**src/rtl/ptrc_pkg.sv**
```systemverilog
// Package for the pose transform and residual cost core.
// Holds widths, constants, the arctangent table and shared types.
// No dependencies.
package ptrc_pkg;

  localparam int POS_BITS        = 32;
  localparam int ANGLE_BITS      = 16;
  localparam int TRIG_ITERATIONS = 16;
  localparam int ITER_W          = 5;
  localparam int TRIG_W          = 33;
  localparam int CORD_W          = 34;
  localparam int MUL_W           = 33;
  localparam int PROD_W          = 2 * MUL_W;
  localparam int ACC_W           = 36;
  localparam int COST_W          = 63;
  localparam int WEIGHT_W        = 32;
  localparam int CFG_ADDR_W      = 3;
  localparam int CFG_DATA_W      = 32;
  localparam int IN_DATA_W       = 192;
  localparam int OUT_DATA_W      = 224;

  localparam logic signed [CORD_W-1:0] CORDIC_GAIN = 34'sd652032874;
  localparam logic signed [MUL_W-1:0]  YAW_W_HI    = 33'sd25872;
  localparam logic signed [MUL_W-1:0]  YAW_W_LO    = 33'sd37733;
  localparam logic [COST_W-1:0]        COST_MAX    = {COST_W{1'b1}};

  typedef enum logic [CFG_ADDR_W-1:0] {
    REG_ORIGIN_X  = 3'd0,
    REG_ORIGIN_Y  = 3'd1,
    REG_MAP_ROT   = 3'd2,
    REG_HEAD_OFF  = 3'd3,
    REG_LEVER_FWD = 3'd4,
    REG_LEVER_LAT = 3'd5,
    REG_OFF_EN    = 3'd6
  } cfg_reg_t;

  typedef struct packed {
    logic                     done;
    logic signed [TRIG_W-1:0] cos_v;
    logic signed [TRIG_W-1:0] sin_v;
  } trig_res_t;

  function automatic logic signed [31:0] atan_entry(input logic [ITER_W-1:0] idx);
    logic signed [31:0] v;
    case (idx)
      5'd0:  v = 32'sh20000000;
      5'd1:  v = 32'sh12E4051E;
      5'd2:  v = 32'sh09FB385B;
      5'd3:  v = 32'sh051111D4;
      5'd4:  v = 32'sh028B0D43;
      5'd5:  v = 32'sh0145D7E1;
      5'd6:  v = 32'sh00A2F61E;
      5'd7:  v = 32'sh00517C55;
      5'd8:  v = 32'sh0028BE53;
      5'd9:  v = 32'sh00145F2F;
      5'd10: v = 32'sh000A2F98;
      5'd11: v = 32'sh000517CC;
      5'd12: v = 32'sh00028BE6;
      5'd13: v = 32'sh000145F3;
      5'd14: v = 32'sh0000A2FA;
      5'd15: v = 32'sh0000517D;
      5'd16: v = 32'sh000028BE;
      5'd17: v = 32'sh0000145F;
      5'd18: v = 32'sh00000A30;
      5'd19: v = 32'sh00000518;
      5'd20: v = 32'sh0000028C;
      5'd21: v = 32'sh00000146;
      5'd22: v = 32'sh000000A3;
      5'd23: v = 32'sh00000051;
      default: v = 32'sh00000000;
    endcase
    return v;
  endfunction

  function automatic logic signed [POS_BITS-1:0] sat_pos(input logic signed [ACC_W-1:0] v);
    logic signed [ACC_W-1:0] hi;
    logic signed [ACC_W-1:0] lo;
    logic signed [POS_BITS-1:0] r;
    hi = ACC_W'({1'b0, {(POS_BITS-1){1'b1}}});
    lo = -hi - ACC_W'(1);
    if (v > hi) begin
      r = {1'b0, {(POS_BITS-1){1'b1}}};
    end else if (v < lo) begin
      r = {1'b1, {(POS_BITS-1){1'b0}}};
    end else begin
      r = v[POS_BITS-1:0];
    end
    return r;
  endfunction

endpackage

```
**src/rtl/ptrc_cordic.sv**
```systemverilog
// Iterative CORDIC sine and cosine of a binary angle, one rotation step per cycle.
// Depends on ptrc_pkg.
module ptrc_cordic (
  input  logic                                clk,
  input  logic                                rst_n,
  input  logic                                start,
  input  logic [ptrc_pkg::ANGLE_BITS-1:0]     angle,
  output ptrc_pkg::trig_res_t                 res
);

  logic signed [ptrc_pkg::CORD_W-1:0] x_r, x_nxt, y_r, y_nxt;
  logic signed [31:0]                 z_r, z_nxt;
  logic [1:0]                         quad_r, quad_nxt;
  logic [ptrc_pkg::ITER_W-1:0]        iter_r, iter_nxt;
  logic                               run_r, run_nxt;
  logic                               done_r, done_nxt;
  logic signed [ptrc_pkg::TRIG_W-1:0] cos_r, cos_nxt, sin_r, sin_nxt;
  logic [31:0]                        shifted;
  logic signed [ptrc_pkg::CORD_W-1:0] dx, dy;
  logic signed [31:0]                 atan_v;

  assign shifted = {angle, {(32-ptrc_pkg::ANGLE_BITS){1'b0}}} + 32'h2000_0000;
  assign dx      = y_r >>> iter_r;
  assign dy      = x_r >>> iter_r;
  assign atan_v  = ptrc_pkg::atan_entry(iter_r);

  always_comb begin
    x_nxt    = x_r;
    y_nxt    = y_r;
    z_nxt    = z_r;
    quad_nxt = quad_r;
    iter_nxt = iter_r;
    run_nxt  = run_r;
    done_nxt = 1'b0;
    cos_nxt  = cos_r;
    sin_nxt  = sin_r;
    if (start) begin
      x_nxt    = ptrc_pkg::CORDIC_GAIN;
      y_nxt    = '0;
      z_nxt    = $signed({2'b00, shifted[29:0]}) - 32'sh2000_0000;
      quad_nxt = shifted[31:30];
      iter_nxt = '0;
      run_nxt  = 1'b1;
    end else if (run_r) begin
      if (iter_r == ptrc_pkg::ITER_W'(ptrc_pkg::TRIG_ITERATIONS)) begin
        run_nxt  = 1'b0;
        done_nxt = 1'b1;
        case (quad_r)
          2'd0: begin
            cos_nxt = ptrc_pkg::TRIG_W'(x_r);
            sin_nxt = ptrc_pkg::TRIG_W'(y_r);
          end
          2'd1: begin
            cos_nxt = ptrc_pkg::TRIG_W'(-y_r);
            sin_nxt = ptrc_pkg::TRIG_W'(x_r);
          end
          2'd2: begin
            cos_nxt = ptrc_pkg::TRIG_W'(-x_r);
            sin_nxt = ptrc_pkg::TRIG_W'(-y_r);
          end
          default: begin
            cos_nxt = ptrc_pkg::TRIG_W'(y_r);
            sin_nxt = ptrc_pkg::TRIG_W'(-x_r);
          end
        endcase
      end else begin
        if (z_r >= 0) begin
          x_nxt = x_r - dx;
          y_nxt = y_r + dy;
          z_nxt = z_r - atan_v;
        end else begin
          x_nxt = x_r + dx;
          y_nxt = y_r - dy;
          z_nxt = z_r + atan_v;
        end
        iter_nxt = iter_r + 1'b1;
      end
    end
  end

  always_ff @(posedge clk) begin
    x_r    <= x_nxt;
    y_r    <= y_nxt;
    z_r    <= z_nxt;
    quad_r <= quad_nxt;
    cos_r  <= cos_nxt;
    sin_r  <= sin_nxt;
    if (!rst_n) begin
      iter_r <= '0;
      run_r  <= 1'b0;
      done_r <= 1'b0;
    end else begin
      iter_r <= iter_nxt;
      run_r  <= run_nxt;
      done_r <= done_nxt;
    end
  end

  assign res.done  = done_r;
  assign res.cos_v = cos_r;
  assign res.sin_v = sin_r;

endmodule

```
**config.mk**
```make
export PLATFORM = sky130hd
export DESIGN_NAME = ptrc_cordic
export DESIGN_NICKNAME = d
export VERILOG_FILES = /design/src/rtl/ptrc_pkg.sv /design/src/rtl/ptrc_cordic.sv
export SDC_FILE = /design/constraint.sdc
export NUM_CORES = 1
export LEC_CHECK = 0
export BUFFER_PORTS_ARGS = -buffer_cell sky130_fd_sc_hd__buf_2
export CAP_MARGIN = 20
export CELL_PAD_IN_SITES_DETAIL_PLACEMENT = 0
export CELL_PAD_IN_SITES_GLOBAL_PLACEMENT = 2
export CORE_MARGIN = 10
export CORE_UTILIZATION = 40
export DETAILED_ROUTE_END_ITERATION = 10
export GPL_TIMING_DRIVEN = 0
export PLACE_DENSITY_LB_ADDON = 0.1
export SLEW_MARGIN = 20
export SYNTH_ARGS = -nofsm -noshare
export SYNTH_HDL_FRONTEND = slang
export SYNTH_SLANG_ARGS = --single-unit
```
**constraint.sdc**
```tcl
create_clock -name clk -period 8.2 [get_ports clk]
set_input_delay 1.64 -clock clk [delete_from_list [all_inputs] [get_ports clk]]
set_output_delay 1.64 -clock clk [all_outputs]
set_load 0.1 [all_outputs]
```
# Word level (Yosys, flattened, before mapping)
# Memory sizes are Yosys's and may differ from the RTL's. A register that Yosys moved wholly into a read port is not among the register bits.
# Cells that the tools add are included.
[totals]
regBits = 175
rom_bits = 960
input_bits = 19
out_inout_bits = 67
elab_cells = 53
n_memories = 1
[memory_table]
columns = ["memory", "words", "word_bits", "rd", "rd_ports_with_merged_regs", "write_ports", "line", "source"]
rows = [
  ["(name not given)", 32, 30, 1, 1, 0, "ptrc_pkg.sv:45", "case (idx)"],
]
[op_classes]
addsub = 11
magnitude_cmp = 1
n_eq_ne = 4
shift = 2
mux = 14
bitwise = 4
reduce_logical = 7
[ops]
columns = ["op", "n"]
rows = [
  ["one-hot mux 33 bit (3 select lines)", 2],
  ["two-way mux 32 bit", 4],
  ["adder 34 bit", 2],
  ["two-way mux 34 bit", 2],
  [">>> shifter 34 x 5 -> 34 bit", 2],
  ["subtractor 34 bit", 2],
  ["negation 33 bit", 2],
  ["adder 32 x 30 -> 32 bit, second input constant", 1],
  ["adder 32 bit", 1],
  [">= comparator 32 x 1 -> 1 bit, second input constant", 1],
  ["subtractor 32 bit", 1],
  ["subtractor 30 x 30 -> 31 bit, second input constant", 1],
  ["two-way mux 5 bit", 2],
  ["adder 5 x 1 -> 5 bit, second input constant", 1],
  ["== test 5 bit, second input constant", 1],
  ["two-way mux 1 bit", 4],
  ["NOT 1 bit", 4],
  ["AND reduction 2 bit", 2],
  ["AND reduction 3 bit", 1],
  ["OR reduction 3 bit", 1],
  ["== test 2 x 1 -> 1 bit, second input constant", 1],
  ["== test 2 bit, second input constant", 1],
  ["zero test 2 bit", 1],
  ["inequality test 2 bit, second input constant", 1],
  ["2 further kinds", 2],
]

# Depth between registers and ports, before layout
[depth]
ltp_word = 5
depth_mapped = 29

# Worst setup path after synthesis
# Ideal clock, no wire load.
[synth_path]
path_kind = "reg2reg"
start = "register iter_r[0] (netlist bit)"
end = "register cos_r[0] (netlist bit) (enable)"
setup_ns = 0.586
arrival_ns = 6.806
required_time_ns = 7.614
setup_slack_ns = 0.808
path_stages_with_launch = 9
n_path_buf = 4
period_less_slack_ns = 7.392
path_cell_list = "dfxtp_1 buf_6 inv_1 buf_1 clkbuf_1 buf_2 ha_1 nand3_1 nor3b_1"
[synth_via]
elab_chain_len = 2
[synth_lines]
columns = ["element", "line", "source"]
rows = [
  ["from (decl)", "ptrc_cordic.sv:14", "logic [ptrc_pkg::ITER_W-1:0] iter_r, iter_nxt;"],
  ["from (signal assigned)", "ptrc_cordic.sv:93", "iter_r <= iter_nxt;"],
  ["== test 5 bit", "ptrc_cordic.sv:45", "if (iter_r == ptrc_pkg::ITER_W'(ptrc_pkg::TRIG_ITERATIONS)) begin"],
  ["AND reduction 3 bit (no line)", "-", ""],
  ["to (signal assigned)", "ptrc_cordic.sv:86", "cos_r <= cos_nxt;"],
  ["to (decl)", "ptrc_cordic.sv:17", "logic signed [ptrc_pkg::TRIG_W-1:0] cos_r, cos_nxt, sin_r, sin_nxt;"],
]
# No other way between the ends.
# A chain may end at the register's enable or synchronous reset.

# Worst setup path after layout
[layout_path]
start = "register iter_r[1] (netlist bit)"
end = "register y_r[32] (netlist bit)"
[layout_via]
elab_chain_len = 3
[layout_lines]
columns = ["element", "line", "source"]
rows = [
  [">>> shifter 34 x 5 -> 34 bit or == test 5 bit (tied branches)", "ptrc_cordic.sv:24, ptrc_cordic.sv:45", ""],
  ["subtractor 34 bit (tied with other cells)", "ptrc_cordic.sv:73", "y_nxt = y_r - dy;"],
  ["two-way mux 34 bit or AND reduction 2 bit (tied branches)", "-", ""],
  ["to (signal assigned)", "ptrc_cordic.sv:83", "y_r <= y_nxt;"],
  ["to (decl)", "ptrc_cordic.sv:11", "logic signed [ptrc_pkg::CORD_W-1:0] x_r, x_nxt, y_r, y_nxt;"],
]
# Several ways; a longest one is shown, not always the timed one.

==> flow_metrics.py <==
metrics = {
    "floorplanning": {
        "dieHeight_um": 252.6,
        "design.core.area_mm2": 0.05371,
        "rows": 85,
        "io_pins": 86,
        "design.die.area_mm2": 0.06380,
        "die_w_um": 252.6,
        "start_util_pct": 40.29,
    },
    "run_status": {
        "status": "finished, final reports clean",
    },
    "final_layout": {
        "final_common_cell": "nand2_1",
        "fin_nets": 2807,
        "diodes": 0,
        "drive_gt1_share_pct": 13.59,
        "synthToLayoutAreaGrowth_pct": 11.00,
        "most-common-layout-cells": "nand2_1, a21oi_1, nor2_1",
        "n_fill_cell": 5425,
    },
    "worst_setup_path": {
        "crit_type": "reg -> reg",
        "rr_startpoint": "iter_r[1]",
        "end_kind": "register",
        "worstSetupStartpoint": "iter_r[1]",
        "cp_cell_sequence": "buf_6 -> buf_6 -> buf_2 -> buf_2 -> buf_2 -> mux4_2 -> nor2_1 -> a2111oi_1 -> a31oi_1 -> o211ai_1 -> o21ai_0 -> xor2_1 -> ha_1 -> clkbuf_1 -> a211o_1 -> or3_1 -> nand4_1 -> o21ai_0 -> a21oi_1 -> o221ai_1 -> a41o_1 -> o221ai_1 -> xnor2_1 -> a22o_1",
        "arrival_ps": 8480,
        "crit_top_cell": "buf_2",
        "regToRegSetupSlack_ps": 170,
        "worstPathRequired_ps": 8650,
        "path_max_fanout": 10,
        "max_stage_delay_ps": 990,
        "reg2regPathDepth": 24,
        "slowest_stage": "a2111oi_1",
        "crit_path_start_kind": "register",
        "r2r_end": "y_r[32]",
    },
    "power_and_ir_drop": {
        "powerDensity_mw_per_mm2": 420.3,
        "finalPower_mw": 10.09,
        "leakagePower_nw": 9.484,
        "peakVddDrop_uv": 217.7,
    },
    "global_route": {
        "grt_max_degree": 42,
        "grt_overflow_total": 0,
        "antenna_found_initial": 1,
        "grt_pass1_wl_um": 146900,
        "grt_use_total_pct": 31.07,
        "grt_pass1_vias": 21400,
    },
    "timing": {
        "fmax_ghz": 0.1245,
        "fin_crit_ps": 8032,
        "period_share_pct": 97.95,
        "report.final.slew_viol_count": 0,
        "setup_tns_ps": 0,
        "rsz0062_at_grt": "no",
        "hold_viol": 0,
        "finClkSkew_ps": 25.40,
        "max-slew-margin-rel_pct": 18.73,
        "worst_pin_slew_ps": 1219,
        "setup_viol": 0,
        "worst_slack_ps": 168.2,
    },
    "yosys": {
        "synth_area_per_cell_um2": 8.476,
        "synthesis.nets": 2687,
        "synth_area_leaders": "edfxtp_1, mux4_2, dfxtp_1",
        "syn_area_mm2": 0.02164,
        "synth_edf_count": 100,
        "yosysUniqueCellTypes": 86,
        "ys_ff_latch": 205,
        "synth_cells": 2553,
        "async_flop_share_pct": 0,
        "yosys_warnings": 0,
        "yosys.area.top_type": "edfxtp_1",
        "ys_seq_area_share_pct": 23.59,
        "synth_top_area_share_pct": 13.88,
        "ys.flop_type": "dfxtp_1",
    },
    "drt": {
        "drcViolationCount": 0,
        "via_count": 21850,
        "wirelength_um": 101600,
        "vias_per_cell": 6.448,
        "ant_nets": 0,
        "wl_per_cell_um": 29.99,
        "drt_iter0_markers": 2174,
        "drtPass1Iterations": 6,
    },
    "clock_tree": {
        "cts-hold-fix-buffers": 0,
        "clk_pin_slew_worst_paths_ps": 60,
        "clk_path_buf_depth": 3,
        "h-tree-depth": 1,
        "cts_sinks": 205,
        "clkLatencyLatePin_ps": 580,
        "cts_buffers": 26,
        "cts_tree": "built",
        "cts-root-buf": "clkbuf_16",
    },
    "worst_hold_path": {
        "holdPathStages": 2,
        "whs_endpoint": "y_r[0]",
        "min_path_type": "reg -> reg",
        "hp-start": "y_r[0]",
    },
    "place": {
        "dp_hpwl_um": 79750,
        "routabilityCongestion": 1.115,
        "port_buffers": 85,
        "post-place-ws_ps": -1610,
    },
    "flow_run": {
        "maxCapViolCount": 0,
    },
}
==> layout make-up <==
class | count | area, um^2 | area share, %
repair buffers | 93 | 493.0 | 2.052
flip-flops and latches | 205 | 5105 | 21.25
plain buffers | 200 | 839.6 | 3.495
well taps | 696 | 870.8 | 3.626
multi-input cells | 2084 | 15560 | 64.77
inverters | 63 | 236.5 | 0.9845
clock inverters | 19 | 212.7 | 0.8856
clock buffers | 29 | 704.4 | 2.933
==> registers in the layout (all words and copies together), names as in the netlist <==
name and flops:
quad_r 2, x_r 34, done_r 1, y_r 34
sin_r 33, atan_v 30, iter_r 5, z_r 32
cos_r 33, run_r 1
==> metal layers <==
metal	global-route usage, %	part of all wire (%)	routed length, um	up-vias
met5	0	0	0	-
met4	17.45	6.5	6643	0
met3	5.449	8.1	8252	289
met2	51.28	46	46760	1142
met1	37.76	39	39980	10710
li1	-	-	-	9707
==> per-stage QoR <==
step	hold WS (ps)	std cells	util (%)	cell area, um^2
global route	658.5	3389	44.72	24020
finish	613.8	3389	44.72	24020
CTS	609.1	3389	44.60	23950
floorplan	515.3	2553	-	21640
global placement	596.6	3334	42.70	22930
detailed placement	598.2	3342	42.87	23020
==> power by group <==
| part | leakage (nW) | internal, mW | switching, mW |
|---|---|---|---|
| Sequential | 1.81 | 1.36 | 0.244 |
| Clock | 0.455 | 0.746 | 0.516 |
| Combinational | 7.22 | 2.85 | 4.37 |
| Total | 9.48 | 4.96 | 5.13 |
==> logic make-up after synthesis <==
kind of cell | synth area share, %
simple gates | 17.14
compound gates | 21.23
buf+inv | 4.886
xor+xnor | 10.28
mux | 16.11
flops | 23.59
fa+ha+maj | 6.754
==> what timing repair did <==
item | in CTS | in global routing
setup buffers | 0 | 0
endpoints found under the setup margin | 23 | 18
gates resized for setup | 8 | 22
==> critical path, delay by kind of cell (launching register included) <==
kind	cells	cell delay, ps
DFF	1	370
AOI/OAI and AO/OA	11	3850
and+or+nand+nor	3	540
adders and majority gates	1	320
xor gates and xnor gates	2	550
buffers and inverters	6	1910
muxes	1	320
==> how the worst max path moves through the flow <==
stage / end / depth (start not counted)
2_1_floorplan: cos_r[0] / 8
3_3_place_gp: cos_r[0] / 7
3_5_place_dp: y_r[30] / 23
4_1_cts: y_r[33] / 22
5_1_grt: x_r[33] / 22
6_report: y_r[32] / 24
==> cells in the mapped netlist, types with 10 or more instances <==
library cell,n
a211oi_1,16
a21boi_0,10
a21o_1,61
a21oi_1,224
a221oi_1,10
a22o_1,15
a22oi_1,12
a31oi_1,18
and2_1,18
and3_1,16
buf_1,24
buf_2,23
clkbuf_1,147
dfxtp_1,105
edfxtp_1,100
ha_1,112
inv_1,57
mux2_2,31
mux2i_1,67
mux4_2,109
nand2_1,291
nand2b_1,33
nand3_1,42
nand4_1,18
nor2_1,190
nor2b_1,24
nor3_1,39
nor4_1,20
o211ai_1,15
o21a_1,21
o21ai_0,165
o21bai_1,15
o22ai_1,16
o31ai_1,32
or2_2,16
or3_1,32
or4_1,18
xnor2_1,152
xor2_1,102
Note: power is estimated with default switching activity, not from simulation.
